$ cat src/rtl/core/dmpid_pkg.sv
// Shared types, constants and saturating arithmetic for the dual-mode PID core.
`default_nettype none

package dmpid_pkg;

  // Sample and gain formats
  localparam int SAMPLE_WIDTH   = 16;
  localparam int GAIN_FRAC_BITS = 16;
  localparam int GAIN_W         = 32;
  localparam int ERR_W          = SAMPLE_WIDTH + 1;   // setpoint - measured
  localparam int OPD_W          = SAMPLE_WIDTH + 3;   // e0 - 2*e1 + e2 worst case
  localparam int PROD_W         = GAIN_W + OPD_W;     // gain * operand, never overflows
  localparam int ACC_W          = 64;
  localparam int MAG_W          = ACC_W - GAIN_FRAC_BITS;
  localparam int LIMIT_W        = 31;
  localparam int DRIVE_W        = 32;

  // Configuration bus
  localparam int DATA_W    = 32;
  localparam int REG_IDX_W = 3;
  localparam int ADDR_W    = REG_IDX_W + 2;

  // Drive saturation points, as integer magnitudes
  localparam logic [MAG_W-1:0] DRIVE_POS_MAG = MAG_W'((64'd1 << (DRIVE_W - 1)) - 64'd1);
  localparam logic [MAG_W-1:0] DRIVE_NEG_MAG = MAG_W'(64'd1 << (DRIVE_W - 1));
  localparam logic signed [DRIVE_W-1:0] DRIVE_MAX = {1'b0, {(DRIVE_W-1){1'b1}}};
  localparam logic signed [DRIVE_W-1:0] DRIVE_MIN = {1'b1, {(DRIVE_W-1){1'b0}}};

  localparam logic signed [ACC_W-1:0] ACC_MAX = {1'b0, {(ACC_W-1){1'b1}}};
  localparam logic signed [ACC_W-1:0] ACC_MIN = {1'b1, {(ACC_W-1){1'b0}}};

  // Control law selection
  localparam logic MODE_INCR = 1'b0;
  localparam logic MODE_POS  = 1'b1;

  // Register map, word index
  typedef enum logic [REG_IDX_W-1:0] {
    REG_MODE      = 3'd0,
    REG_KP        = 3'd1,
    REG_KI        = 3'd2,
    REG_KD        = 3'd3,
    REG_CLAMP_EN  = 3'd4,
    REG_OUT_LIMIT = 3'd5
  } reg_idx_t;

  localparam logic [DATA_W-1:0] MODE_RST      = DATA_W'(1);
  localparam logic [DATA_W-1:0] OUT_LIMIT_RST = DATA_W'(9999);

  // Configuration seen by the datapath
  typedef struct packed {
    logic                      mode;
    logic signed [GAIN_W-1:0]  kp;
    logic signed [GAIN_W-1:0]  ki;
    logic signed [GAIN_W-1:0]  kd;
    logic                      clamp_en;
    logic [LIMIT_W-1:0]        out_limit;
  } cfg_t;

  // Error stage to product stage
  typedef struct packed {
    logic signed [ERR_W-1:0] e0;
    logic signed [OPD_W-1:0] p_opd;
    logic signed [OPD_W-1:0] d_opd;
  } err_t;

  // Product stage to accumulate stage
  typedef struct packed {
    logic signed [PROD_W-1:0] pt;
    logic signed [PROD_W-1:0] it;
    logic signed [PROD_W-1:0] dt;
  } prod_t;

  typedef struct packed {
    logic                    ovf;
    logic signed [ACC_W-1:0] val;
  } sat_t;

  // Signed add that sticks at the 64-bit limits
  function automatic sat_t sat_add(input logic signed [ACC_W-1:0] a,
                                   input logic signed [ACC_W-1:0] b);
    logic signed [ACC_W-1:0] s;
    sat_t r;
    s = a + b;
    r.ovf = (a[ACC_W-1] == b[ACC_W-1]) && (s[ACC_W-1] != a[ACC_W-1]);
    r.val = r.ovf ? (a[ACC_W-1] ? ACC_MIN : ACC_MAX) : s;
    return r;
  endfunction

endpackage

`default_nettype wire

$ cat src/rtl/core/dmpid_mul.sv
// Product stage: the three gain multiplies, registered.
`default_nettype none

module dmpid_mul
  import dmpid_pkg::*;
(
  input  wire logic  clk,
  input  wire logic  ld,
  input  wire cfg_t  cfg,
  input  wire err_t  err,
  output prod_t      prod
);

  prod_t prod_nxt;
  prod_t prod_r;

  // 32 x 19 (32 x 17 for the integral term) signed products, full width so nothing can overflow
  always_comb begin
    prod_nxt.pt = PROD_W'(cfg.kp) * PROD_W'(err.p_opd);
    prod_nxt.it = PROD_W'(cfg.ki) * PROD_W'(err.e0);
    prod_nxt.dt = PROD_W'(cfg.kd) * PROD_W'(err.d_opd);
  end

  always_ff @(posedge clk) begin
    if (ld) begin
      prod_r <= prod_nxt;
    end
  end

  assign prod = prod_r;

endmodule

`default_nettype wire

$ cat config.mk
export PLATFORM = sky130hd
export DESIGN_NAME = dmpid_mul
export DESIGN_NICKNAME = d
export VERILOG_FILES = /design/src/rtl/core/dmpid_pkg.sv /design/src/rtl/core/dmpid_mul.sv
export SDC_FILE = /design/constraint.sdc
export NUM_CORES = 2
export LEC_CHECK = 0
export BUFFER_PORTS_ARGS = -buffer_cell sky130_fd_sc_hd__buf_2
export CORE_MARGIN = 8
export CORE_UTILIZATION = 47
export DETAILED_ROUTE_END_ITERATION = 12
export GPL_TIMING_DRIVEN = 1
export PLACE_DENSITY = 0.71
export SYNTH_ARGS = -nofsm -noshare
export SYNTH_HDL_FRONTEND = slang
export SYNTH_SLANG_ARGS = --single-unit
$ cat constraint.sdc
create_clock -name clk -period 6.3 [get_ports clk]
set_input_delay 0.315 -clock clk [delete_from_list [all_inputs] [get_ports clk]]
set_output_delay 0.315 -clock clk [all_outputs]
set_load 0.01 [all_outputs]
* Yosys cells after proc, flatten, opt, wreduce, memory -nomap -nowiden
Index checks and enable logic that the tools add are counted.
** Operators by class
- Multiplexer cells :: 0
- Shifts and indexed selects :: 0
- Multipliers :: 3
- Equal/unequal tests :: 0
- Div/mod/pow operators :: 0
- Reduce and logical (&&, ||, !) cells :: 0
- Add/subtract/negate cells :: 0
- Bitwise operators :: 0
- $lt $le $gt $ge :: 0
** Operators by type and width (count)
- $mul 32x19->51 :: 2
- $mul 32x17->49 :: 1
** Word-level totals
- Register bits after elaboration :: 153
- Memories kept :: 0
- Memory bits (read-only) :: 0
- Latch bits :: 0
- Bits in writable memories :: 0
- Bits of input ports :: 186
- Logic and storage cells :: 6

* Longest topological paths before layout
- Depth after elaboration :: 1
- Depth in mapped cells :: 28
- Mapped depth without buffers :: 26

* Worst setup path before layout
Ideal clock, no wire load.
- Path type :: input port to flip-flop
- Start point :: in cfg[110] (netlist bit)
- End point :: reg prod_r (netlist bit prod[149]), data pin
- Stages on the path :: 22
- Path slack :: -407 ps
- Data arrival time :: 6447 ps
- Setup time :: 260 ps
- Path through :: clkbuf_1 -> clkbuf_1 -> nand2_1 -> fa_1 -> fa_1 -> fa_1 -> inv_1 -> fa_1 -> fa_1 -> fa_1 -> fa_1 -> ha_1 -> a21oi_1 -> o21ai_0 -> a211o_1 -> a31o_2 -> a41o_1 -> a21oi_1 -> o31ai_1 -> a211o_1 -> a21oi_1 -> xnor2_1
** RTL lines
- start, declared :: line dmpid_mul.sv:9 : input wire cfg_t cfg,
- end signal, assigned :: line dmpid_mul.sv:26 : prod_r <= prod_nxt;
- end, declared :: line dmpid_mul.sv:15 : prod_t prod_r;

==> results.ini <==
[placement]
preCtsSetupSlack_ps=-1080
finalWeightedCongestion=0.967
port-buffer-count=305
dp_hpwl_mm=156

[critical_path]
slowest_delay_ps=630
critPathMaxFanout=11
worst_ep_required_time_ps=6700
cp_cell_sequence=buf_2 > buf_12 > buf_6 > and2_1 > fa_1 > fa_1 > fa_1 > fa_2 > fa_1 > fa_1 > ha_4 > ha_4 > buf_4 > nand2_1 > o21ai_2 > nor2_4 > o41ai_2 > buf_4 > o2111ai_4 > nand2_2 > a31oi_4 > o31a_1 > or4b_1 > nand3_1
worstSetupEndpointType=register
crit_buf_inv=5
path_class=in2reg
worst_path_max_delay_cell=fa_2
worstPathArrival_ps=6640
cp_top_family=adder cells
cpMostUsedCell=fa_1
crit_path_start_kind=input pin

[logic_synthesis]
muxShareOfSynthArea=0.000653
synth_top_family_by_area=adder cells
ys_warn_count=0
ys_seq_area_frac=0.0696
synth_compound_gate_area_share=0.0421
synthDistinctLibCells=83
synth_simple_gate_area_share=0.152
ys_ff_latch=151
synthCells=6852
synth_ff_type=edfxtp_1
synthArstFlopShare=0
syn_area_um2=65100
synth-xor-area-share=0.0199
synthAdderAreaFrac=0.598
syn_nets=9132
synth_edf_count=151
avgSynthCellArea_um2=9.50

[grt]
overflow=0
grt_pass1_vias=55400
antenna_found_initial=18
grt_max_degree=93
grt_pass1_wl_mm=295
grt_use_total=0.246

[drt]
antenna_left=0
avgRoutedWirePerCell_um=19.1
drc=0
drt-initial-drc-count=2669
routed_wl_mm=184
viasPerCell=5.12
num_vias=49300
firstDrtPassIters=5

[clock_tree]
cts_tree=yes
cts_buffer_depth=2
clk_pin_slew_ps=90
cts_htree_levels=4
cts_hold_buf=0
cts_root_buffer=clkbuf_16
cts_made_buffers=17
cts_num_sinks=151

[floorplan]
die_w_um=388
core-area_um2=137000
start_util=0.474
die_height_um=388
die-area_um2=151000
rows=136
ios=339

[cells_and_area]
final_common_cell=inv_1
final_nets=10100
final_cell_mix=inv_1, fa_1, nand2_1, buf_4, and2_1
drive_gt1_frac=0.200
area_delta_synth_final_pct=20.4
largest_reg_flops=151

[outcome]
outcome=finished, final reports clean

[hold_path]
min_to=prod[53]$_DFFE_PP_
min_from=err[40]
hold_path_depth=3
hold_path.class=in2reg

[sta]
timing.fmax_ghz=0.160
setup_ws_ps=55.1
post-route-period-util=0.991
max_slew_margin=0.275
setup_viol_count_final=0
fin_crit_ps=6240
tightestPinTransition_ps=1090
slew_violations=0
hold_viol=0
grt_setup_unrepaired=yes

[flow_run]
cap_violations=0

==> Yosys cell counts (3+ instances only) <==
cell type  number  area (um^2)
nand2_1       974         3660
inv_1        1701         6380
o21ai_0        63          315
a21oi_2         5         43.8
nor3_1         14         70.1
a31oi_1         9         56.3
o21ai_2         5         43.8
or3_1           3         18.8
a21boi_0        4         30.0
xnor2_1       104          911
o21a_1         18          135
o21ba_2         3         30.0
fa_1         1701        34100
nand4_1        21          131
a221oi_1        4         35.0
o31a_1          4         35.0
and3_1         17          106
a211oi_1       19          143
clkbuf_1      310         1160
xor2_1         44          385
ha_1          393         4920
edfxtp_1      151         4530
and4_1          6         52.6
a21o_2          3         26.3
nand2b_1       29          181
o211ai_1        8         60.1
o21bai_1       12         90.1
a21oi_1       125          626
nor2b_1        42          263
a21o_1         76          571
nor2_1        120          450
a221o_1         3         30.0
o21ai_1         7         35.0
and2_1        759         4750
nand3_1        24          120
o31ai_1         7         52.6
==> per-stage QoR <==
step	utilization	std cells	TNS, ps	hold slack, ps	cell area [um^2]
final	0.570	9634	0	247	78400
after global routing	0.570	9626	-411	243	78400
after CTS	0.554	9558	0	217	76100
after detailed placement	0.545	9517	-44850	728	75000
after global placement	0.545	9517	-42630	729	75000
after floorplan	-	6852	-77.9	427	65600
==> cell type report <==
type | count | area [um^2]
multi-input combinational | 4680 | 54400
clock inverter | 15 | 169
sequential | 151 | 4530
clock buffer | 17 | 425
fill | 11800 | 59100
inverter | 1703 | 6390
antenna | 14 | 35.0
tap | 1794 | 2240
timing repair buffer | 1260 | 10200
==> how the worst max path moves through the flow <==
| stage | end | cells past startpoint | slack [ps] | start |
|---|---|---|---|---|
| final | prod[49]$_DFFE_PP_ | 24 | 60 | cfg[38] |
| after global routing | prod[150]$_DFFE_PP_ | 25 | -90 | err[23] |
| after CTS | prod[152]$_DFFE_PP_ | 22 | 0.3 | err[21] |
| after detailed placement | prod[94]$_DFFE_PP_ | 28 | -1080 | err[40] |
| after global placement | prod[152]$_DFFE_PP_ | 25 | -1080 | cfg[105] |
| after floorplan | prod[149]$_DFFE_PP_ | 22 | -40 | err[32] |
==> cells by family after synthesis <==
family / Yosys count
compound gates: 408
xor+xnor: 148
fa+ha+maj: 2094
buf+inv: 2021
flops: 151
mux: 4
simple gates: 2026
==> metal layers <==
| metal | up-vias | part of all wire | global-route usage |
|---|---|---|---|
| met5 | - | 0.00011 | 0 |
| met4 | 4 | 0.050 | 0.105 |
| met3 | 433 | 0.058 | 0.0422 |
| met2 | 1556 | 0.51 | 0.433 |
| met1 | 25600 | 0.38 | 0.297 |
| li1 | 21800 | - | - |
==> tightest hold or removal path: stages <==
cell    delay, ps
buf_6         120
and2_1        130
ha_1          130
==> timing repair <==
| item | 4_1_cts | 5_1_grt |
|---|---|---|
| resized for setup | 108 | 406 |
| setup buffers | 9 | 54 |
| endpoints found under the setup margin | 35 | 50 |
| pin swaps | 23 | 197 |
| gates cloned | 0 | 10 |
Power is left out: the tool's default activity adds up to more than one toggle a clock period on the data nets, which glitch-free logic cannot reach.
