<file path="src/rtl/core/dmpid_pkg.sv">
// Shared types, constants and saturating arithmetic for the dual-mode PID core.
`default_nettype none

package dmpid_pkg;

  // Sample and gain formats
  localparam int SAMPLE_WIDTH   = 16;
  localparam int GAIN_FRAC_BITS = 16;
  localparam int GAIN_W         = 32;
  localparam int ERR_W          = SAMPLE_WIDTH + 1;   // setpoint - measured
  localparam int OPD_W          = SAMPLE_WIDTH + 3;   // e0 - 2*e1 + e2 worst case
  localparam int PROD_W         = GAIN_W + OPD_W;     // gain * operand, never overflows
  localparam int ACC_W          = 64;
  localparam int MAG_W          = ACC_W - GAIN_FRAC_BITS;
  localparam int LIMIT_W        = 31;
  localparam int DRIVE_W        = 32;

  // Configuration bus
  localparam int DATA_W    = 32;
  localparam int REG_IDX_W = 3;
  localparam int ADDR_W    = REG_IDX_W + 2;

  // Drive saturation points, as integer magnitudes
  localparam logic [MAG_W-1:0] DRIVE_POS_MAG = MAG_W'((64'd1 << (DRIVE_W - 1)) - 64'd1);
  localparam logic [MAG_W-1:0] DRIVE_NEG_MAG = MAG_W'(64'd1 << (DRIVE_W - 1));
  localparam logic signed [DRIVE_W-1:0] DRIVE_MAX = {1'b0, {(DRIVE_W-1){1'b1}}};
  localparam logic signed [DRIVE_W-1:0] DRIVE_MIN = {1'b1, {(DRIVE_W-1){1'b0}}};

  localparam logic signed [ACC_W-1:0] ACC_MAX = {1'b0, {(ACC_W-1){1'b1}}};
  localparam logic signed [ACC_W-1:0] ACC_MIN = {1'b1, {(ACC_W-1){1'b0}}};

  // Control law selection
  localparam logic MODE_INCR = 1'b0;
  localparam logic MODE_POS  = 1'b1;

  // Register map, word index
  typedef enum logic [REG_IDX_W-1:0] {
    REG_MODE      = 3'd0,
    REG_KP        = 3'd1,
    REG_KI        = 3'd2,
    REG_KD        = 3'd3,
    REG_CLAMP_EN  = 3'd4,
    REG_OUT_LIMIT = 3'd5
  } reg_idx_t;

  localparam logic [DATA_W-1:0] MODE_RST      = DATA_W'(1);
  localparam logic [DATA_W-1:0] OUT_LIMIT_RST = DATA_W'(9999);

  // Configuration seen by the datapath
  typedef struct packed {
    logic                      mode;
    logic signed [GAIN_W-1:0]  kp;
    logic signed [GAIN_W-1:0]  ki;
    logic signed [GAIN_W-1:0]  kd;
    logic                      clamp_en;
    logic [LIMIT_W-1:0]        out_limit;
  } cfg_t;

  // Error stage to product stage
  typedef struct packed {
    logic signed [ERR_W-1:0] e0;
    logic signed [OPD_W-1:0] p_opd;
    logic signed [OPD_W-1:0] d_opd;
  } err_t;

  // Product stage to accumulate stage
  typedef struct packed {
    logic signed [PROD_W-1:0] pt;
    logic signed [PROD_W-1:0] it;
    logic signed [PROD_W-1:0] dt;
  } prod_t;

  typedef struct packed {
    logic                    ovf;
    logic signed [ACC_W-1:0] val;
  } sat_t;

  // Signed add that sticks at the 64-bit limits
  function automatic sat_t sat_add(input logic signed [ACC_W-1:0] a,
                                   input logic signed [ACC_W-1:0] b);
    logic signed [ACC_W-1:0] s;
    sat_t r;
    s = a + b;
    r.ovf = (a[ACC_W-1] == b[ACC_W-1]) && (s[ACC_W-1] != a[ACC_W-1]);
    r.val = r.ovf ? (a[ACC_W-1] ? ACC_MIN : ACC_MAX) : s;
    return r;
  endfunction

endpackage

`default_nettype wire

</file>
<file path="src/rtl/core/dmpid_acc.sv">
// Accumulate stage: saturating sums, clamp, drive conversion, result register.
`default_nettype none

module dmpid_acc
  import dmpid_pkg::*;
(
  input  wire logic                      clk,
  input  wire logic                      rst_n,
  input  wire logic                      ld,
  input  wire cfg_t                      cfg,
  input  wire prod_t                     prod,
  output logic signed [DRIVE_W-1:0]      drive,
  output logic                           clamped
);

  logic signed [ACC_W-1:0]   integral_acc_r, integral_acc_nxt;
  logic signed [ACC_W-1:0]   output_acc_r, output_acc_nxt;
  logic signed [DRIVE_W-1:0] drive_r, drive_nxt;
  logic                      clamped_r, clamped_nxt;

  logic signed [ACC_W-1:0] pt, it, dt, sum3, raw, lim, nlim;
  logic [ACC_W-1:0]        mag;
  logic [MAG_W-1:0]        mag_int;
  sat_t                    s_inc, s_int, s_pi, s_pos;
  logic                    ovf, hit, dsat;

  always_comb begin
    pt   = ACC_W'(prod.pt);
    it   = ACC_W'(prod.it);
    dt   = ACC_W'(prod.dt);
    // Three terms are far below 2^63, so the pre-sum cannot wrap
    sum3 = pt + it + dt;

    s_inc = sat_add(output_acc_r, sum3);
    s_int = sat_add(integral_acc_r, it);
    s_pi  = sat_add(pt, s_int.val);
    s_pos = sat_add(s_pi.val, dt);

    if (cfg.mode == MODE_INCR) begin
      raw              = s_inc.val;
      ovf              = s_inc.ovf;
      integral_acc_nxt = integral_acc_r;
    end else begin
      raw              = s_pos.val;
      ovf              = s_int.ovf | s_pi.ovf | s_pos.ovf;
      integral_acc_nxt = s_int.val;
    end

    // Clamp to +-limit in fixed-point scale; touching the limit counts
    lim  = ACC_W'(cfg.out_limit) <<< GAIN_FRAC_BITS;
    nlim = -lim;
    hit  = 1'b0;
    output_acc_nxt = raw;
    if (cfg.clamp_en) begin
      if (raw >= lim) begin
        output_acc_nxt = lim;
        hit = 1'b1;
      end else if (raw <= nlim) begin
        output_acc_nxt = nlim;
        hit = 1'b1;
      end
    end

    // Integer part toward zero, saturated to 32 bits
    mag     = output_acc_nxt[ACC_W-1] ? -output_acc_nxt : output_acc_nxt;
    mag_int = mag[ACC_W-1:GAIN_FRAC_BITS];
    if (output_acc_nxt[ACC_W-1]) begin
      dsat      = mag_int > DRIVE_NEG_MAG;
      drive_nxt = dsat ? DRIVE_MIN : -signed'(mag_int[DRIVE_W-1:0]);
    end else begin
      dsat      = mag_int > DRIVE_POS_MAG;
      drive_nxt = dsat ? DRIVE_MAX : signed'(mag_int[DRIVE_W-1:0]);
    end
    clamped_nxt = ovf | hit | dsat;
  end

  // Controller state
  always_ff @(posedge clk) begin
    if (!rst_n) begin
      integral_acc_r <= '0;
      output_acc_r   <= '0;
    end else if (ld) begin
      integral_acc_r <= integral_acc_nxt;
      output_acc_r   <= output_acc_nxt;
    end
  end

  // Result register
  always_ff @(posedge clk) begin
    if (ld) begin
      drive_r   <= drive_nxt;
      clamped_r <= clamped_nxt;
    end
  end

  assign drive   = drive_r;
  assign clamped = clamped_r;

endmodule

`default_nettype wire
</file>
<file path="config.mk">
export PLATFORM = sky130hd
export DESIGN_NAME = dmpid_acc
export DESIGN_NICKNAME = d
export VERILOG_FILES = /design/src/rtl/core/dmpid_pkg.sv /design/src/rtl/core/dmpid_acc.sv
export SDC_FILE = /design/constraint.sdc
export NUM_CORES = 2
export LEC_CHECK = 0
export BUFFER_PORTS_ARGS = -buffer_cell sky130_fd_sc_hd__buf_2
export CORE_AREA = 2 2 281 227
export CTS_BUF_LIST = sky130_fd_sc_hd__clkbuf_8
export DETAILED_ROUTE_END_ITERATION = 7
export DIE_AREA = 0 0 283 229
export PLACE_DENSITY = 0.71
export SLEW_MARGIN = 10
export SYNTH_ARGS = -nofsm -noshare
export SYNTH_HDL_FRONTEND = slang
export SYNTH_SLANG_ARGS = --single-unit
</file>
<file path="constraint.sdc">
create_clock -name clk -period 19.4 [get_ports clk]
set_clock_uncertainty 0.15 [all_clocks]
set_input_delay 0.97 -clock clk [delete_from_list [all_inputs] [get_ports clk]]
set_output_delay 0.97 -clock clk [all_outputs]
set_load 0.02 [all_outputs]
</file>
* Word-level counts from Yosys, hierarchy flattened
Index checks and enable logic that the tools add are counted.
** Operators by class
- $add $sub $neg :: 9
- $mul :: 0
- Divide/modulo/power cells :: 0
- Order comparisons :: 4
- Eq/ne operators :: 8
- Shift operators :: 0
- Multiplexer cells :: 21
- Bitwise operators :: 4
- Reductions and logical operators :: 5
** Operator list (count)
- 2-to-1 mux 64 bit :: 13
- adder 64 x 51 -> 64 bit :: 2
- 2-to-1 mux 32 bit :: 3
- adder 51 x 64 -> 64 bit :: 1
- adder 64 x 53 -> 64 bit :: 1
- greater-or-equal comparator 64 x 48 -> 1 bit :: 1
- less-or-equal comparator 64 bit :: 1
- negation 47 -> 64 bit :: 1
- negation 64 bit :: 1
- adder 52 x 51 -> 53 bit :: 1
- adder 51 x 51 -> 52 bit :: 1
- > comparator 48 x 31 -> 1 bit (second input constant) :: 1
- > comparator 48 x 32 -> 1 bit (second input constant) :: 1
- negation 32 bit :: 1
- 2-to-1 mux 1 bit :: 5
- == test 1 bit :: 4
- logical AND 1 bit :: 4
- != test 1 bit :: 4
- bitwise OR 1 bit :: 4
- AND reduction 2 bit :: 1
** Storage, ports and cells
- Register bits :: 161
- Latch bits :: 0
- RAM bits :: 0
- ROM bits :: 0
- Input port bits :: 285
- Output and inout bits :: 33
- Memories :: 0

* Logic depth before layout (Yosys ltp)
- Depth in word-level cells :: 22
- Gate-level depth with buffers :: 105
- Mapped depth without buffers :: 97

* Worst setup path after synthesis
Ideal clock, no wire load.
- Path kind :: input to register
- Start point :: input prod[52] in the netlist's numbering
- End point :: register drive_r[16], in the netlist drive[16], data pin
- Data arrival time :: 20338 ps
- Setup slack :: -1345 ps
- Stages :: 98
- Path buffers :: 10
- Path through :: ha_1 > a21o_1 > a21oi_1 > o21bai_1 > a21o_1 > a21oi_1 > o21ai_0 > and3_1 > a211o_1 > nand3_1 > nand3_1 > a31oi_1 > o21ai_0 > nand3_1 > a21oi_1 > o211ai_1 > a21oi_1 > o21bai_1 > [62 not listed] > nand3_1 > o2111ai_1 > xor2_1 > a31o_2 > nand2_1 > clkbuf_1 > clkbuf_1 > nor3_1 > a311oi_1 > and4bb_2 > nand3_2 > or4b_4 > a31oi_4 > nand4_4 > nor3_2 > buf_2 > nand2_1 > o2bb2ai_1
** RTL lines
- from (decl) :: line dmpid_acc.sv:11 : input wire prod_t prod,
- to (signal assigned) :: line dmpid_acc.sv:91 : drive_r <= drive_nxt;
- to (decl) :: line dmpid_acc.sv:18 : logic signed [DRIVE_W-1:0] drive_r, drive_nxt;

==> report_table.html <==
<table>
<tr><th>Metric</th><th>Value</th></tr>
<tr><th colspan="2">Run status</th></tr>
<tr><td>Result of the run</td><td>finished, violations left</td></tr>
<tr><td>Violations in the final reports</td><td>negative setup slack</td></tr>
<tr><th colspan="2">Clocking</th></tr>
<tr><td>Worst-Skew Late Latency</td><td>620 ps</td></tr>
<tr><td># hold bufs at CTS</td><td>0</td></tr>
<tr><td>Maximum level of the CTS H-tree</td><td>4</td></tr>
<tr><td>Clock root cell</td><td>sky130_fd_sc_hd__clkbuf_8</td></tr>
<tr><td>Clock-pin slew of the registers on the worst-case setup and hold paths</td><td>between 100 and 150 ps</td></tr>
<tr><td>CTS tree</td><td>yes</td></tr>
<tr><td>Clock Sink Count</td><td>161</td></tr>
<tr><td>Number of buffers on the longest clock path</td><td>2</td></tr>
<tr><td>TritonCTS buffer count</td><td>17</td></tr>
<tr><th colspan="2">Floorplanning</th></tr>
<tr><td>Top-level I/O count</td><td>318</td></tr>
<tr><td>Horiz. Die Dim</td><td>approximately 280 µm</td></tr>
<tr><td>Standard-cell rows</td><td>82</td></tr>
<tr><td>Height of the die</td><td>229 µm</td></tr>
<tr><td>Placeable core region</td><td>62,070 µm²</td></tr>
<tr><td>Initial Utilization</td><td>0.4960</td></tr>
<tr><td>Die area</td><td>64,810 µm²</td></tr>
<tr><th colspan="2">Flow run</th></tr>
<tr><td>Maximum Capacitance Violations</td><td>0</td></tr>
<tr><th colspan="2">GRT</th></tr>
<tr><td>Vias in the first global route</td><td>34,490</td></tr>
<tr><td>GRT Overall Usage</td><td>0.3725</td></tr>
<tr><td>Largest net degree at the start of global routing</td><td>72</td></tr>
<tr><td>Wire length of the first global-routing pass</td><td>191,400 µm</td></tr>
<tr><td>Total congestion overflow</td><td>0</td></tr>
<tr><td>Initial antenna violation count</td><td>2</td></tr>
<tr><th colspan="2">STA</th></tr>
<tr><td>Total negative slack</td><td>-4913 ps</td></tr>
<tr><td>Worst hold slack after final layout</td><td>318.2 ps</td></tr>
<tr><td>Part of the cycle the worst path needs</td><td>1.013</td></tr>
<tr><td>Max transition margin</td><td>0.2134</td></tr>
<tr><td>Maximum achievable frequency</td><td>50.87 MHz</td></tr>
<tr><td>Number of hold violations in the final report</td><td>0</td></tr>
<tr><td>Slew at the pin closest to its max-slew limit</td><td>1176 ps</td></tr>
<tr><td>Setup repair after global routing missed its margin</td><td>yes</td></tr>
<tr><td>Min Tclk post-route</td><td>between 15,000 and 20,000 ps</td></tr>
<tr><td>Max-slew violation total from the final report</td><td>0</td></tr>
<tr><td>PnR worst setup slack</td><td>-259.8 ps</td></tr>
<tr><td>Final count of negative-setup-slack endpoints</td><td>33</td></tr>
<tr><th colspan="2">Place</th></tr>
<tr><td>Total cell area at the placement stage</td><td>around 40,000 µm²</td></tr>
<tr><td>Dpl hpwl</td><td>104,900 µm</td></tr>
<tr><td>Count of buffers from port buffering</td><td>221</td></tr>
<tr><td>Final Wtd Congestion</td><td>1.046</td></tr>
<tr><td>Placed cells</td><td>a little over 6,000</td></tr>
<tr><td>Dpl ws</td><td>-1936 ps</td></tr>
<tr><th colspan="2">Cells and area</th></tr>
<tr><td>Ratio of cells with drive above 1 in the final layout</td><td>0.2846</td></tr>
<tr><td>Core Util, Final</td><td>0.6723</td></tr>
<tr><td>Most common cell after layout, fill and taps aside</td><td>sky130_fd_sc_hd__buf_4</td></tr>
<tr><td>Synth-to-Final Area Change</td><td>35.55%</td></tr>
<tr><td>Most frequent cells in the layout</td><td>985 x sky130_fd_sc_hd__buf_4, 510 x sky130_fd_sc_hd__a21oi_1, 390 x sky130_fd_sc_hd__nor2_1</td></tr>
<tr><td>NumNets Final</td><td>a little over 6,000</td></tr>
<tr><td>Layout Cell Area excl Fill</td><td>between 40,000 and 50,000 µm²</td></tr>
<tr><td>Count of non-filler cells in the finished layout</td><td>roughly 6,200</td></tr>
<tr><th colspan="2">Yosys</th></tr>
<tr><td>Sequential-to-total area share from yosys stat</td><td>0.1154</td></tr>
<tr><td>Area fraction in and, or, nand and nor cells after synthesis</td><td>0.2262</td></tr>
<tr><td>XOR/XNOR share of the synthesized area</td><td>0.08421</td></tr>
<tr><td>Synthesized instance count</td><td>4,254</td></tr>
<tr><td>Number of register bits inferred by synthesis</td><td>161</td></tr>
<tr><td>Netlist Area Pre-Place</td><td>30,790 µm²</td></tr>
<tr><td>Post-synth cell types</td><td>approximately 110</td></tr>
<tr><td>Total number of yosys warnings</td><td>0</td></tr>
<tr><td>Mux contribution to synthesized area</td><td>0.01609</td></tr>
<tr><td>Count of flip-flops with a built-in enable after synthesis</td><td>33</td></tr>
<tr><td>Fraction of synthesis flops using an asynchronous set or reset pin</td><td>0</td></tr>
<tr><td>Adder-cell share of the synthesized area</td><td>0.1944</td></tr>
<tr><td>Mapped Nets</td><td>between 4,000 and 5,000</td></tr>
<tr><td>Area fraction in compound gates after synthesis</td><td>0.3198</td></tr>
<tr><td>Main combinational cell family by area after synthesis</td><td>compound AO/OA/AOI/OAI gates</td></tr>
<tr><td>Synthesized area divided by synthesized cell count</td><td>7.237 µm²</td></tr>
<tr><td>Synth Flop Type</td><td>sky130_fd_sc_hd__dfxtp_1</td></tr>
<tr><th colspan="2">Routing</th></tr>
<tr><td>Total vias in the final route</td><td>37,470</td></tr>
<tr><td>Vias per cell</td><td>~6.0</td></tr>
<tr><td>DRC marker count from the first detailed-route iteration</td><td>3,787</td></tr>
<tr><td>Residual DRC count</td><td>0</td></tr>
<tr><td>Routed WL per cell</td><td>20.58 µm</td></tr>
<tr><td>Final routed wirelength across all metal layers</td><td>between 100,000 and 150,000 µm</td></tr>
<tr><td>Antenna-violating nets left</td><td>0</td></tr>
<tr><td>First-pass DRT Iterations</td><td>6</td></tr>
<tr><th colspan="2">Critical path</th></tr>
<tr><td>CP endpoint kind</td><td>flop</td></tr>
<tr><td>Reg2reg path depth</td><td>between 100 and 150</td></tr>
<tr><td>Required time at the worst-slack endpoint</td><td>19,620 ps</td></tr>
<tr><td>Worst setup path startpoint</td><td>prod[52]</td></tr>
<tr><td>Worst Path Arrival</td><td>a little under 20,000 ps</td></tr>
<tr><td>R2r endpoint</td><td>clamped$_DFFE_PP_</td></tr>
<tr><td>CP peak stage delay</td><td>560 ps</td></tr>
<tr><td>Startpoint of the worst register-to-register path</td><td>integral_acc_r[1]$_SDFFE_PN0P_</td></tr>
<tr><td>Register-to-Register Setup Slack</td><td>-200 ps</td></tr>
<tr><td>Most prevalent standard cell on the critical path</td><td>sky130_fd_sc_hd__a21oi_2</td></tr>
<tr><td>Path type of the worst setup path</td><td>in2reg</td></tr>
<tr><td>Cell at the slowest stage of the critical path</td><td>sky130_fd_sc_hd__fa_2</td></tr>
<tr><td>Biggest fanout along the worst timing path</td><td>6</td></tr>
<tr><td>Critical path capture point</td><td>clamped$_DFFE_PP_</td></tr>
<tr><td>Startpoint Class</td><td>input pin</td></tr>
<tr><th colspan="2">Power</th></tr>
<tr><td>Static leakage</td><td>19.97 nW</td></tr>
<tr><td>Final total power</td><td>slightly above 7 mW</td></tr>
<tr><td>Peak VDD IR</td><td>86.86 µV</td></tr>
<tr><td>Pwr per Cell Area</td><td>roughly 170 nW/µm²</td></tr>
<tr><th colspan="2">Hold path</th></tr>
<tr><td>Class of the tightest hold or removal check</td><td>reg2reg</td></tr>
</table>
[logic make-up after synthesis]
kind of cell	after synthesis
adders and majority gates	443
DFF	161
AOI/OAI and AO/OA	1526
and+or+nand+nor	1428
muxes	49
xor gates and xnor gates	296
buffers and inverters	351
[how the worst min path moves through the flow]
| stage | from | end | slack [ps] | cells after the start |
|---|---|---|---|---|
| floorplan | integral_acc_r[0]$_SDFFE_PN0P_ | integral_acc_r[0]$_SDFFE_PN0P_ | 290 | 2 |
| global placement | integral_acc_r[47]$_SDFFE_PN0P_ | integral_acc_r[47]$_SDFFE_PN0P_ | 300 | 2 |
| detailed placement | integral_acc_r[8]$_SDFFE_PN0P_ | integral_acc_r[8]$_SDFFE_PN0P_ | 300 | 2 |
| CTS | integral_acc_r[49]$_SDFFE_PN0P_ | integral_acc_r[49]$_SDFFE_PN0P_ | 320 | 2 |
| global route | integral_acc_r[31]$_SDFFE_PN0P_ | integral_acc_r[31]$_SDFFE_PN0P_ | 340 | 2 |
| finish | integral_acc_r[26]$_SDFFE_PN0P_ | integral_acc_r[26]$_SDFFE_PN0P_ | 320 | 2 |
[final cells by class]
class | count | area [µm²]
multi-input cells | 3743 | 26900
flip-flops and latches | 161 | 3555
fillers | 5443 | 20340
clock buffers | 18 | 247.7
diodes | 1 | 2.502
repair buffers | 1251 | 9196
well taps | 840 | 1051
clock inverters | 14 | 103.9
inverters | 178 | 673.1
[report_power, final]
group | internal (mW) | switching, mW | leakage, nW
Clock | 0.0937 | 0.172 | 0.188
Combinational | 2.95 | 3.50 | 18.4
Sequential | 0.439 | 0.0476 | 1.38
[cells in the mapped netlist (26+ instances only)]
cell type                  instances  area [µm²]
sky130_fd_sc_hd__a21oi_1         541        2708
sky130_fd_sc_hd__edfxtp_1         33       991.0
sky130_fd_sc_hd__clkbuf_1        137       514.2
sky130_fd_sc_hd__inv_1           174       653.1
sky130_fd_sc_hd__nor3_1          112       560.5
sky130_fd_sc_hd__nand2_1         377        1415
sky130_fd_sc_hd__a211oi_1         73       548.0
sky130_fd_sc_hd__xor2_1           94       823.3
sky130_fd_sc_hd__o211ai_1         26       195.2
sky130_fd_sc_hd__mux2i_1          45       450.4
sky130_fd_sc_hd__nor2_1          403        1513
sky130_fd_sc_hd__dfxtp_1         128        2562
sky130_fd_sc_hd__nor4_1           35       219.0
sky130_fd_sc_hd__nor2b_1          43       269.0
sky130_fd_sc_hd__and2_1           42       262.8
sky130_fd_sc_hd__o21a_1           47       352.8
sky130_fd_sc_hd__xnor2_1         202        1769
sky130_fd_sc_hd__o21bai_1         68       510.5
sky130_fd_sc_hd__or3_1            32       200.2
sky130_fd_sc_hd__a31oi_1          45       281.5
sky130_fd_sc_hd__ha_1            384        4805
sky130_fd_sc_hd__and3_1           53       331.6
sky130_fd_sc_hd__nand2b_1         55       344.1
sky130_fd_sc_hd__o21ai_0         259        1296
sky130_fd_sc_hd__nand4_1          65       406.6
sky130_fd_sc_hd__a21o_1          184        1381
sky130_fd_sc_hd__fa_1             59        1181
sky130_fd_sc_hd__nand3_1         113       565.5
[worst max-delay path: cells and delay by family]
kind | cells | cell delay [ps]
fa+ha+maj | 6 | 1850
simple gates | 31 | 5020
compound gates | 54 | 9400
buf+inv | 17 | 2550
[repair_timing]
item,4_1_cts,5_1_grt
buffers inserted,47,40
cloned,1,3
gates resized for setup,88,162
endpoints found under the setup margin,33,33
pin swaps,55,140
[routing by layer]
metal | vias up | global-route usage | wire [µm]
li1 | 17970 | - | -
met4 | 4 | 0.1489 | 5180
met2 | 1727 | 0.5747 | 54760
met5 | - | 0 | 30
met3 | 292 | 0.07351 | 11660
met1 | 17470 | 0.5083 | 56090
[sequential cells by signal, indices dropped and copies added (netlist names)]
| signal | cells |
|---|---|
| output_acc_r | 64 |
| clamped | 1 |
| integral_acc_r | 64 |
| drive | 32 |
Note: power is estimated with default switching activity, not from simulation.
