File: src/rtl/core/dmpid_pkg.sv
// Shared types, constants and saturating arithmetic for the dual-mode PID core.
`default_nettype none

package dmpid_pkg;

  // Sample and gain formats
  localparam int SAMPLE_WIDTH   = 16;
  localparam int GAIN_FRAC_BITS = 16;
  localparam int GAIN_W         = 32;
  localparam int ERR_W          = SAMPLE_WIDTH + 1;   // setpoint - measured
  localparam int OPD_W          = SAMPLE_WIDTH + 3;   // e0 - 2*e1 + e2 worst case
  localparam int PROD_W         = GAIN_W + OPD_W;     // gain * operand, never overflows
  localparam int ACC_W          = 64;
  localparam int MAG_W          = ACC_W - GAIN_FRAC_BITS;
  localparam int LIMIT_W        = 31;
  localparam int DRIVE_W        = 32;

  // Configuration bus
  localparam int DATA_W    = 32;
  localparam int REG_IDX_W = 3;
  localparam int ADDR_W    = REG_IDX_W + 2;

  // Drive saturation points, as integer magnitudes
  localparam logic [MAG_W-1:0] DRIVE_POS_MAG = MAG_W'((64'd1 << (DRIVE_W - 1)) - 64'd1);
  localparam logic [MAG_W-1:0] DRIVE_NEG_MAG = MAG_W'(64'd1 << (DRIVE_W - 1));
  localparam logic signed [DRIVE_W-1:0] DRIVE_MAX = {1'b0, {(DRIVE_W-1){1'b1}}};
  localparam logic signed [DRIVE_W-1:0] DRIVE_MIN = {1'b1, {(DRIVE_W-1){1'b0}}};

  localparam logic signed [ACC_W-1:0] ACC_MAX = {1'b0, {(ACC_W-1){1'b1}}};
  localparam logic signed [ACC_W-1:0] ACC_MIN = {1'b1, {(ACC_W-1){1'b0}}};

  // Control law selection
  localparam logic MODE_INCR = 1'b0;
  localparam logic MODE_POS  = 1'b1;

  // Register map, word index
  typedef enum logic [REG_IDX_W-1:0] {
    REG_MODE      = 3'd0,
    REG_KP        = 3'd1,
    REG_KI        = 3'd2,
    REG_KD        = 3'd3,
    REG_CLAMP_EN  = 3'd4,
    REG_OUT_LIMIT = 3'd5
  } reg_idx_t;

  localparam logic [DATA_W-1:0] MODE_RST      = DATA_W'(1);
  localparam logic [DATA_W-1:0] OUT_LIMIT_RST = DATA_W'(9999);

  // Configuration seen by the datapath
  typedef struct packed {
    logic                      mode;
    logic signed [GAIN_W-1:0]  kp;
    logic signed [GAIN_W-1:0]  ki;
    logic signed [GAIN_W-1:0]  kd;
    logic                      clamp_en;
    logic [LIMIT_W-1:0]        out_limit;
  } cfg_t;

  // Error stage to product stage
  typedef struct packed {
    logic signed [ERR_W-1:0] e0;
    logic signed [OPD_W-1:0] p_opd;
    logic signed [OPD_W-1:0] d_opd;
  } err_t;

  // Product stage to accumulate stage
  typedef struct packed {
    logic signed [PROD_W-1:0] pt;
    logic signed [PROD_W-1:0] it;
    logic signed [PROD_W-1:0] dt;
  } prod_t;

  typedef struct packed {
    logic                    ovf;
    logic signed [ACC_W-1:0] val;
  } sat_t;

  // Signed add that sticks at the 64-bit limits
  function automatic sat_t sat_add(input logic signed [ACC_W-1:0] a,
                                   input logic signed [ACC_W-1:0] b);
    logic signed [ACC_W-1:0] s;
    sat_t r;
    s = a + b;
    r.ovf = (a[ACC_W-1] == b[ACC_W-1]) && (s[ACC_W-1] != a[ACC_W-1]);
    r.val = r.ovf ? (a[ACC_W-1] ? ACC_MIN : ACC_MAX) : s;
    return r;
  endfunction

endpackage

`default_nettype wire

File: src/rtl/core/dmpid_err.sv
// Error stage: forms the new error and the gain operands, keeps error history.
`default_nettype none

module dmpid_err
  import dmpid_pkg::*;
(
  input  wire logic                           clk,
  input  wire logic                           rst_n,
  input  wire logic                           ld,
  input  wire logic                           mode,
  input  wire logic signed [SAMPLE_WIDTH-1:0] setpoint,
  input  wire logic signed [SAMPLE_WIDTH-1:0] measured,
  output err_t                                err
);

  logic signed [ERR_W-1:0] prev_error_r;
  logic signed [ERR_W-1:0] prev_prev_error_r;
  logic signed [ERR_W-1:0] e0;
  logic signed [OPD_W-1:0] e0x, e1x, e2x;
  err_t                    err_nxt;
  err_t                    err_r;

  // Operands: incremental uses first and second differences,
  // positional uses the error and its first difference
  always_comb begin
    e0  = ERR_W'(setpoint) - ERR_W'(measured);
    e0x = OPD_W'(e0);
    e1x = OPD_W'(prev_error_r);
    e2x = OPD_W'(prev_prev_error_r);
    err_nxt.e0 = e0;
    if (mode == MODE_INCR) begin
      err_nxt.p_opd = e0x - e1x;
      err_nxt.d_opd = e0x - (e1x <<< 1) + e2x;
    end else begin
      err_nxt.p_opd = e0x;
      err_nxt.d_opd = e0x - e1x;
    end
  end

  // Error history
  always_ff @(posedge clk) begin
    if (!rst_n) begin
      prev_error_r      <= '0;
      prev_prev_error_r <= '0;
    end else if (ld) begin
      prev_error_r      <= e0;
      prev_prev_error_r <= prev_error_r;
    end
  end

  // Stage register
  always_ff @(posedge clk) begin
    if (ld) begin
      err_r <= err_nxt;
    end
  end

  assign err = err_r;

endmodule

`default_nettype wire

File: config.mk
export PLATFORM = sky130hd
export DESIGN_NAME = dmpid_err
export DESIGN_NICKNAME = d
export VERILOG_FILES = /design/src/rtl/core/dmpid_pkg.sv /design/src/rtl/core/dmpid_err.sv
export SDC_FILE = /design/constraint.sdc
export NUM_CORES = 1
export LEC_CHECK = 0
export BUFFER_PORTS_ARGS = -buffer_cell sky130_fd_sc_hd__buf_2
export CAP_MARGIN = 5
export CORE_MARGIN = 2
export CORE_UTILIZATION = 40
export CTS_BUF_LIST = sky130_fd_sc_hd__clkbuf_2 sky130_fd_sc_hd__clkbuf_4 sky130_fd_sc_hd__clkbuf_8
export DETAILED_ROUTE_END_ITERATION = 8
export PLACE_DENSITY = 0.68
export SKIP_CTS_REPAIR_TIMING = 1
export SLEW_MARGIN = 20
export SYNTH_ARGS = -nofsm -noshare
export SYNTH_HDL_FRONTEND = slang
export SYNTH_SLANG_ARGS = --single-unit
File: constraint.sdc
create_clock -name clk -period 8.1 [get_ports clk]
set_input_delay 0.405 -clock clk [delete_from_list [all_inputs] [get_ports clk]]
set_output_delay 0.405 -clock clk [all_outputs]
set_load 0.03 [all_outputs]
== Word level (Yosys, flattened, before mapping) ==
Cells that the tools add are included.

* Add/subtract/negate cells: 4
* Muxes and demuxes: 1

{| class="wikitable"
|+ Operators with widths
! kind !! count
|-
| 38-bit 2-to-1 mux || 1
|-
| 19-bit by 17-bit adder with 19-bit output || 1
|-
| 17-bit by 18-bit subtractor with 19-bit output || 1
|-
| 17-bit by 17-bit subtractor with 18-bit output || 1
|-
| 16-bit by 16-bit subtractor with 17-bit output || 1
|}

* Register bits after elaboration: 89
* Input bits: 36
* Output and inout port bits: 55
* Logic and storage cells: 10

== Logic depth before layout (Yosys ltp) ==
Gate-level depths: netlist (run 1).

* Depth in word-level cells: 4
* Depth in mapped cells: 21
* Depth with buffers taken out: 21

== Worst setup path after synthesis (run 1) ==
OpenSTA, ideal clock, no wires.

* Path type: input port to flip-flop
* From: in setpoint[0]
* To: reg err_r, in the netlist err[17] (data pin)
* Setup time: 0.274 ns
* Arrival: 4.240 ns
* Required time: 7.826 ns
* Slack: 3.586 ns
* Stages on the path: 20
* Path buffers: 0
* Cell sequence: inv_1 > ha_1 > inv_1 > fa_1 > a21o_1 > a311o_2 > a211oi_2 > o21bai_1 > a21oi_1 > xor2_1 > fa_1 > inv_1 > ha_1 > and4_1 > nand2_1 > a2bb2oi_1 > nand2_1 > a311oi_1 > xor2_1 > mux2i_1

{| class="wikitable"
|+ RTL lines
! item !! line !! RTL
|-
| start: declaration || dmpid_err.sv:11 || <nowiki>input wire logic signed [SAMPLE_WIDTH-1:0] setpoint,</nowiki>
|-
| end signal: assignment || dmpid_err.sv:54 || <nowiki>err_r <= err_nxt;</nowiki>
|-
| end: declaration || dmpid_err.sv:21 || <nowiki>err_t err_r;</nowiki>
|}

==> results of run 1 <==
[worst paths after layout]
check / to / slack, ns / cells past startpoint
setup / recovery: err[17] / 3.40 / 21
hold / removal: prev_error_r[16] / 0.36 / 3
setup reg to reg: err[13] / 4.93 / 10
hold reg to reg: prev_prev_error_r[14] / 0.50 / 2
[metal layers]
layer,vias up,share of wire [%]
met2,118,41
met4,0,1.5
met5,-,0
li1,2390,-
met1,2112,52
met3,14,5.7
[logic make-up after synthesis]
family / Yosys count
adders and majority gates: 70
DFF: 88
muxes: 40
buffers and inverters: 102
and+or+nand+nor: 133
AOI/OAI and AO/OA: 160
xor gates and xnor gates: 42
[per-stage QoR]
step	std cells	worst slack (ns)	cell area, µm²	total power, mW
finish	914	3.40	6980	2.12
global route	914	3.08	6980	2.28
CTS	914	3.41	6980	2.12
detailed placement	898	3.03	6750	1.77
global placement	898	3.11	6750	1.76
floorplan	635	3.59	6120	1.50
[final cells by class]
type	count	area [µm²]	area share [%]
multi-input combinational	445	3420	49.1
sequential	88	2300	33.0
timing repair buffer	91	460	6.60
inverter	86	323	4.63
tap	188	235	3.37
clock buffer	13	166	2.39
clock inverter	3	65.1	0.933
[worst max-delay path: stages]
cell	delay [ns]
buf_2	0.09
inv_1	0.04
ha_1	0.15
inv_1	0.05
fa_1	0.39
a21o_1	0.21
a311o_2	0.43
a211oi_2	0.22
o21bai_1	0.10
a21oi_1	0.18
xor2_1	0.38
fa_1	0.49
inv_1	0.07
ha_1	0.30
and4_1	0.27
nand2_1	0.14
a2bb2oi_1	0.17
nand2_1	0.11
a311oi_1	0.33
xor2_1	0.17
mux2i_1	0.08
[registers in the layout, summed over array words and instances, names as in the netlist]
register,count
err,54
prev_error_r,17
prev_prev_error_r,17
[where the power goes]
group	internal, mW	switching (mW)	total [mW]
clock network	0.197	0.155	0.352
registers	0.601	0.0307	0.631
logic	0.433	0.699	1.13
total	1.23	0.885	2.12
[cell usage after synthesis (6+ instances only)]
cell type,number
fa_1,19
a21o_1,18
a211oi_1,9
nor2_1,52
clkbuf_1,12
inv_1,85
a21oi_1,49
nand3_1,9
ha_1,51
o21ai_0,33
mux2i_1,33
edfxtp_1,54
xnor2_1,23
o21bai_1,6
xor2_1,19
dfxtp_1,34
nand2b_1,8
o211ai_1,6
nand2_1,35
mux2_2,7
o21a_1,6
==> impl_metrics.csv, run 1 <==
group,metric,value,unit
yosys,yosysWarnings,0,
setup_path,setup.worst_path.class,"input pin to flop",
timing,tightestPinTransition,0.987,ns
grt,grt_pass1_wl,21.8,mm
clock_tree,worstSkewPairLatency,0.37,ns
yosys,synth_compound_area_share,16.7,%
timing,setup_tns,0,ns
timing,finClkSkew,0.0143,ns
yosys,async_flop_share,0,%
setup_path,cp.arrival,4.80,ns
yosys,ys_seq_area_share,37.6,%
yosys,synth_top_family_by_area,"compound AO/OA/AOI/OAI gates",
grt,gr-usage-met2,24.0,%
setup_path,r2r_start,"prev_error_r[1]",
timing,rsz0062_at_grt,"no",
yosys,synth-seq-cells,88,
yosys,synthFlopType,"edfxtp_1",
timing,hold_slack,0.360,ns
final_layout,diodes,0,
yosys,avgSynthCellArea,9.63,µm²
final_layout,area_growth,14.1,%
yosys,yosys.area_share.adder,16.6,%
status,status,"finished clean",
yosys,yosysUniqueCellTypes,52,
clock_tree,cts_root_buffer,"clkbuf_8",
setup_path,start_kind,"input pin",
die,die_h,128,µm
timing,period_minus_slack,4.70,ns
final_layout,fillCellCount,1492,
yosys,yosys.area_share.simple,9.92,%
yosys,synthesis.area,6120,µm²
clock_tree,clockBufferDepth,2,
run,drv_cap,0,
worst_hold_path,min_from,"rst_n",
placement,gp_congestion,0.835,
routing,route.detailed.wl_per_inst,14.4,µm
yosys,synth-xor-area-share,6.01,%
die,core_area,15100,µm²
die,start_util,40.5,%
die,pin_count,91,
routing,wl,13.2,mm
die,rows,45,
timing,setup_viol,0,
timing,fmax,213,MHz
yosys,synthCells,635,
grt,grt_use_met1,25.4,%
final_layout,final_common_cell,"buf_2",
placement,dp_hpwl,10.3,mm
yosys,synth_top_cell_area_share,26.5,%
timing,min_period_over_period,58.0,%
setup_path,endpoint_kind,"flop",
clock_tree,htreeDepth,3,
power,leakagePower,3.15,nW
timing,slew_viol_final,0,
timing,hold_viol_final,0,
routing,drt_iter0_drc,252,
power,ir_drop,0.0891,mV
yosys,synth.net_count,741,
clock_tree,cts_made_buffers,9,
worst_hold_path,hold_class,"input pin to flop",
routing,vias,4634,
setup_path,crit_fanout,6,
final_layout,final_cell_mix,"buf_2 (89), inv_1 (85), edfxtp_1 (54), nor2_1 (52), ha_1 (51)",
grt,grt_max_degree,75,
routing,via_per_inst,5.07,
timing,slew_headroom,34.2,%
setup_path,startpoint,"setpoint[0]",
yosys,synth_edf_count,54,
routing,remaining_drc_errors,0,
clock_tree,clk_transition_reported_paths,0.08,ns
setup_path,cp.required,8.20,ns
grt,gr-total-overflow,0,
clock_tree,cts_tree,"yes",
grt,antenna_found_initial,0,
yosys,synth_mux_area_share,6.69,%
final_layout,layout-drive-gt1-share,17.4,%
routing,first_pass_iters,5,
final_layout,final_nets,827,
grt,track_usage,16.7,%
yosys,yosysTopAreaCell,"edfxtp_1",
routing,final_antenna_net_count,0,
clock_tree,clock_sinks,88,
placement,port_buffers,90,
die,fp.dieW,128,µm
die,die_area,16300,µm²
grt,grt_util_met3,2.71,%
final_layout,utilization,46.2,%
grt,grt_pass1_vias,4415,
power,powerDensity,303,nW/µm²
grt,grt.busiest_layer,"met1",
yosys,yosys-top-cells-area,"edfxtp_1 (27%), dfxtp_1 (11%), ha_1 (10%)",
No activity file was read; power rests on OpenSTA's default activity.
==> run 2, diff against run 1 <==
==> constraint.sdc (replaced) <==
create_clock -name clk -period 4.5 [get_ports clk]
set_input_delay 0.225 -clock clk [delete_from_list [all_inputs] [get_ports clk]]
set_output_delay 0.225 -clock clk [all_outputs]
set_load 0.03 [all_outputs]
==> impl_metrics.csv, run 2 (synthesis gave the netlist of run 1 again) <==
group,metric,value,unit
timing,hold_slack,0.201,ns
clock_tree,cts_tree,"yes",
final_layout,layout-drive-gt1-share,21.2,%
routing,vias,4730,
setup_path,startpoint,"setpoint[0]",
grt,gr-total-overflow,0,
setup_path,critPathMostFrequentCell,"inv_1",
placement,port_buffers,90,
clock_tree,cts_made_buffers,9,
setup_path,reg2reg_slack,1.48,ns
placement,gp_congestion,0.884,
setup_path,slowest_stage,"fa_1",
timing,hold_viol_final,0,
setup_path,crit_fanout,5,
setup_path,cp.required,4.59,ns
timing,fmax,237,MHz
grt,grt_max_degree,54,
power,powerDensity,535,nW/µm²
final_layout,final_nets,861,
setup_path,cp_slowest_stage_delay,0.45,ns
routing,drt_iter0_drc,294,
setup_path,start_kind,"input pin",
clock_tree,cts_root_buffer,"clkbuf_8",
grt,grt_pass1_vias,4417,
timing,min_period_over_period,93.7,%
timing,period_minus_slack,4.22,ns
setup_path,cp_cell_sequence,"buf_2, inv_1, ha_1, inv_1, fa_1, a21o_1, a311o_2, a211oi_2, o21bai_1, a21oi_1, xor2_1, fa_1, inv_1, ha_1, and4_1, nand2_1, a2bb2oi_1, nand2_1, buf_4, o22ai_1, xor2_1, mux2i_1",
setup_path,crit_buf_inv,5,
routing,route.detailed.wl_per_inst,14.0,µm
setup_path,reg2reg_depth,10,
status,status,"finished clean",
routing,first_pass_iters,5,
die,fp.dieW,128,µm
die,die_area,16300,µm²
setup_path,timing.rr.end,"err[12]",
grt,grt_pass1_wl,21.8,mm
setup_path,crit_family,"compound AO/OA/AOI/OAI gates",
routing,wl,13.3,mm
timing,finClkSkew,0.0115,ns
die,die_h,128,µm
timing,rsz0062_at_grt,"no",
worst_hold_path,hold_class,"input pin to flop",
grt,track_usage,16.7,%
power,leakagePower,3.30,nW
grt,antenna_found_initial,0,
clock_tree,worstSkewPairLatency,0.36,ns
final_layout,largest_reg_flops,54,
routing,via_per_inst,4.99,
die,start_util,40.5,%
power,ir_drop,0.205,mV
timing,slew_viol_final,0,
final_layout,area_growth,17.6,%
routing,final_antenna_net_count,0,
final_layout,final_cell_mix,"buf_2 (89), inv_1 (85), edfxtp_1 (54), nor2_1 (52), ha_1 (51)",
setup_path,setup.worst_path.class,"input pin to flop",
run,drv_cap,0,
die,rows,45,
setup_path,endpoint,"err[15]",
clock_tree,clk_transition_reported_paths,0.08,ns
final_layout,seq_area,2300,µm²
setup_path,endpoint_kind,"flop",
placement,dp_hpwl,10.5,mm
routing,remaining_drc_errors,0,
final_layout,final_common_cell,"buf_2",
die,pin_count,91,
final_layout,fillCellCount,1457,
setup_path,cp.arrival,4.31,ns
final_layout,diodes,0,
final_layout,multi_input_area,3430,µm²
die,core_area,15100,µm²
clock_tree,clockBufferDepth,2,
clock_tree,clock_sinks,88,
clock_tree,htreeDepth,3,
timing,tightestPinTransition,0.977,ns
final_layout,utilization,47.7,%
timing,slew_headroom,34.8,%
timing,setup_viol,0,
setup_path,r2r_start,"prev_error_r[1]",
setup_path,cp_num_cells,22,
## run 2: cell count changes in the layout (fill, tap and decap cells not counted)
| cell | delta |
|---|---|
| buf_4 | +34 |
| clkbuf_8 | -2 |
| clkinv_2 | +2 |
| inv_4 | +2 |
| a311oi_1 | -1 |
| a311oi_2 | +1 |
| bufinv_16 | -1 |
| clkbuf_4 | -1 |
## run 2: cell type report
type	count	area share, %
Multi-Input combinational cell	445	47.7
Sequential cell	88	32.0
Timing Repair Buffer	125	9.95
Inverter	86	4.49
Tap cell	188	3.27
Clock buffer	10	1.83
Clock inverter	6	0.800
## run 2: how the worst min path moves through the flow
stage,from,endpoint,depth (start not counted)
floorplan,ld,err[0],0
finish,rst_n,prev_error_r[16],3
detailed placement,prev_prev_error_r[11],prev_prev_error_r[11],2
global placement,prev_prev_error_r[12],prev_prev_error_r[12],2
global route,rst_n,prev_error_r[16],3
CTS,rst_n,prev_error_r[16],3
## run 2: through the flow
step / power (mW) / area [µm²] / setup slack (ns) / TNS [ns] / instances
3_5_place_dp: 3.31 / 7000 / -0.123 / -0.251 / 932
5_1_grt: 4.15 / 7200 / 0.0125 / 0 / 948
6_report: 3.85 / 7200 / 0.283 / 0 / 948
3_3_place_gp: 3.30 / 7000 / -0.0167 / -0.0167 / 932
2_1_floorplan: 2.70 / 6120 / 0.166 / 0 / 635
4_1_cts: 3.86 / 7190 / 0.280 / 0 / 948
## run 2: routing by layer
metal | wire length [µm] | vias to the layer above | track usage, %
met5 | 0 | - | 0
met1 | 6870 | 2144 | 25.0
li1 | - | 2461 | -
met4 | 195 | 0 | 4.85
met3 | 795 | 13 | 3.88
met2 | 5410 | 112 | 24.1
## run 2: worst reg2reg max path: cells and delay by family, from the launching register on
family          cells  cell delay [ns]
fa+ha+maj           2             0.86
compound gates      3             0.84
flops               1             0.36
simple gates        2             0.27
mux                 1             0.27
xor+xnor            1             0.12
buf+inv             1             0.04
## run 2: power breakdown
part           switching [mW]  internal [mW]
Sequential             0.0574           1.08
Combinational            1.27          0.902
Clock                   0.279          0.261
==> run 3, diff against run 2 <==
--- a/config.mk
+++ b/config.mk
@@ -12,6 +12,7 @@
 export CTS_BUF_LIST = sky130_fd_sc_hd__clkbuf_2 sky130_fd_sc_hd__clkbuf_4 sky130_fd_sc_hd__clkbuf_8
 export DETAILED_ROUTE_END_ITERATION = 8
 export PLACE_DENSITY = 0.68
+export RECOVER_POWER = 100
 export SKIP_CTS_REPAIR_TIMING = 1
 export SLEW_MARGIN = 20
 export SYNTH_ARGS = -nofsm -noshare
==> impl_metrics.csv, run 3 (synthesis gave the netlist of run 1 again) <==
group,metric,value,unit
die,die_area,16300,µm²
final_layout,utilization,46.8,%
final_layout,final_cell_area,7060,µm²
setup_path,critPathMostFrequentCell,"inv_1",
die,die_h,128,µm
routing,remaining_drc_errors,0,
final_layout,final_cell_mix,"inv_1 (86), clkbuf_1 (71), edfxtp_1 (54), nor2_1 (52), ha_1 (51)",
routing,wl,13.3,mm
routing,via_per_inst,4.98,
timing,rsz0062_at_grt,"no",
final_layout,diodes,0,
clock_tree,htreeDepth,3,
clock_tree,cts_made_buffers,9,
setup_path,cp_slowest_stage_delay,0.45,ns
die,pin_count,91,
clock_tree,clock_sinks,88,
final_layout,largest_reg_flops,54,
setup_path,start_kind,"input pin",
routing,drt_iter0_drc,264,
setup_path,crit_family,"compound AO/OA/AOI/OAI gates",
clock_tree,cts_tree,"yes",
setup_path,crit_fanout,5,
setup_path,crit_buf_inv,5,
setup_path,endpoint_kind,"flop",
timing,finClkSkew,0.0115,ns
timing,setup_tns,0,ns
die,rows,45,
grt,antenna_found_initial,0,
routing,first_pass_iters,5,
timing,fmax,238,MHz
final_layout,seq_area,2300,µm²
die,core_area,15100,µm²
grt,gr-total-overflow,0,
run,drv_cap,1,
power,powerDensity,536,nW/µm²
final_layout,layout-drive-gt1-share,11.6,%
timing,tightestPinTransition,2.88,ns
clock_tree,cts_root_buffer,"clkbuf_8",
die,start_util,40.5,%
grt,grt_max_degree,54,
placement,dp_cells,932,
routing,route.detailed.wl_per_inst,14.0,µm
setup_path,cp.required,4.59,ns
clock_tree,clk_transition_reported_paths,0.09,ns
grt,grt_pass1_wl,21.8,mm
status,status,"finished, violations left",
timing,slew_viol_final,54,
power,leakagePower,3.10,nW
clock_tree,worstSkewPairLatency,0.37,ns
final_layout,final_common_cell,"inv_1",
final_layout,layout.cells.non_filler,948,
final_layout,final_nets,861,
routing,vias,4719,
final_layout,area_growth,15.5,%
final_layout,multi_input_area,3430,µm²
timing,setup_viol,0,
die,fp.dieW,128,µm
placement,port_buffers,90,
power,finalPower,3.79,mW
setup_path,cp_cell_sequence,"buf_2, inv_1, ha_1, inv_1, fa_1, a21o_1, a311o_2, a211oi_2, o21bai_1, a21oi_1, xor2_1, fa_1, inv_1, ha_1, and4_1, nand2_1, a2bb2oi_1, nand2_1, clkbuf_4, o22ai_1, xor2_1, mux2i_1",
setup_path,cp.arrival,4.29,ns
timing,min_period_over_period,93.3,%
timing,period_minus_slack,4.20,ns
clock_tree,clockBufferDepth,2,
timing,hold_viol_final,0,
grt,grt_pass1_vias,4417,
timing,slew_headroom,-92.2,%
grt,track_usage,16.7,%
placement,place_area,7000,µm²
setup_path,setup.worst_path.class,"input pin to flop",
routing,final_antenna_net_count,0,
power,ir_drop,0.201,mV
status,violations,"capacitance limit, slew limit",
final_layout,fillCellCount,1515,
placement,gp_congestion,0.884,
setup_path,slowest_stage,"fa_1",
placement,dp_hpwl,10.5,mm
worst_hold_path,hold_class,"input pin to flop",
run 3: cell count changes in the layout (fill, tap and decap cells not counted), sizes merged:
cell    delta
buf       -78
clkbuf    +78
run 3: path summary, 6_finish.rpt:
check,start,end,slack (ns),cells after the start
worst max-delay path,setpoint[0],err[15],0.30,22
worst min-delay path,rst_n,prev_error_r[16],0.20,3
worst max register to register,prev_error_r[1],err[11],1.45,11
worst min register to register,prev_prev_error_r[11],prev_prev_error_r[11],0.50,2
run 3: area by class of cell:
cell class	count	area share, %
Multi-Input combinational cell	445	48.6
Sequential cell	88	32.6
Timing Repair Buffer	125	8.27
Inverter	86	4.57
Tap cell	188	3.33
Clock buffer	10	1.86
Clock inverter	6	0.815
run 3: per-layer routing:
| layer | vias up | global-route usage (%) | wire length [µm] |
|---|---|---|---|
| li1 | 2463 | - | - |
| met1 | 2129 | 25.0 | 6960 |
| met2 | 113 | 24.1 | 5400 |
| met3 | 14 | 3.88 | 739 |
| met4 | 0 | 4.85 | 206 |
| met5 | - | 0 | 0 |
run 3: through the flow:
stage	hold slack [ns]	setup slack (ns)
finish	0.204	0.299
global placement	0.474	-0.0167
global route	0.203	0.0214
CTS	0.176	0.280
detailed placement	0.480	-0.123
floorplan	0.337	0.166
run 3: tightest hold or removal path, stage by stage:
cell and delay (ns):
buf_2 0.17, o21ai_0 0.09, a21oi_1 0.04
run 3: power by group:
| group | internal (mW) | total [mW] | switching (mW) |
|---|---|---|---|
| Sequential | 1.08 | 1.14 | 0.0615 |
| Clock | 0.261 | 0.540 | 0.280 |
| Combinational | 0.832 | 2.10 | 1.27 |
| Total | 2.18 | 3.79 | 1.61 |
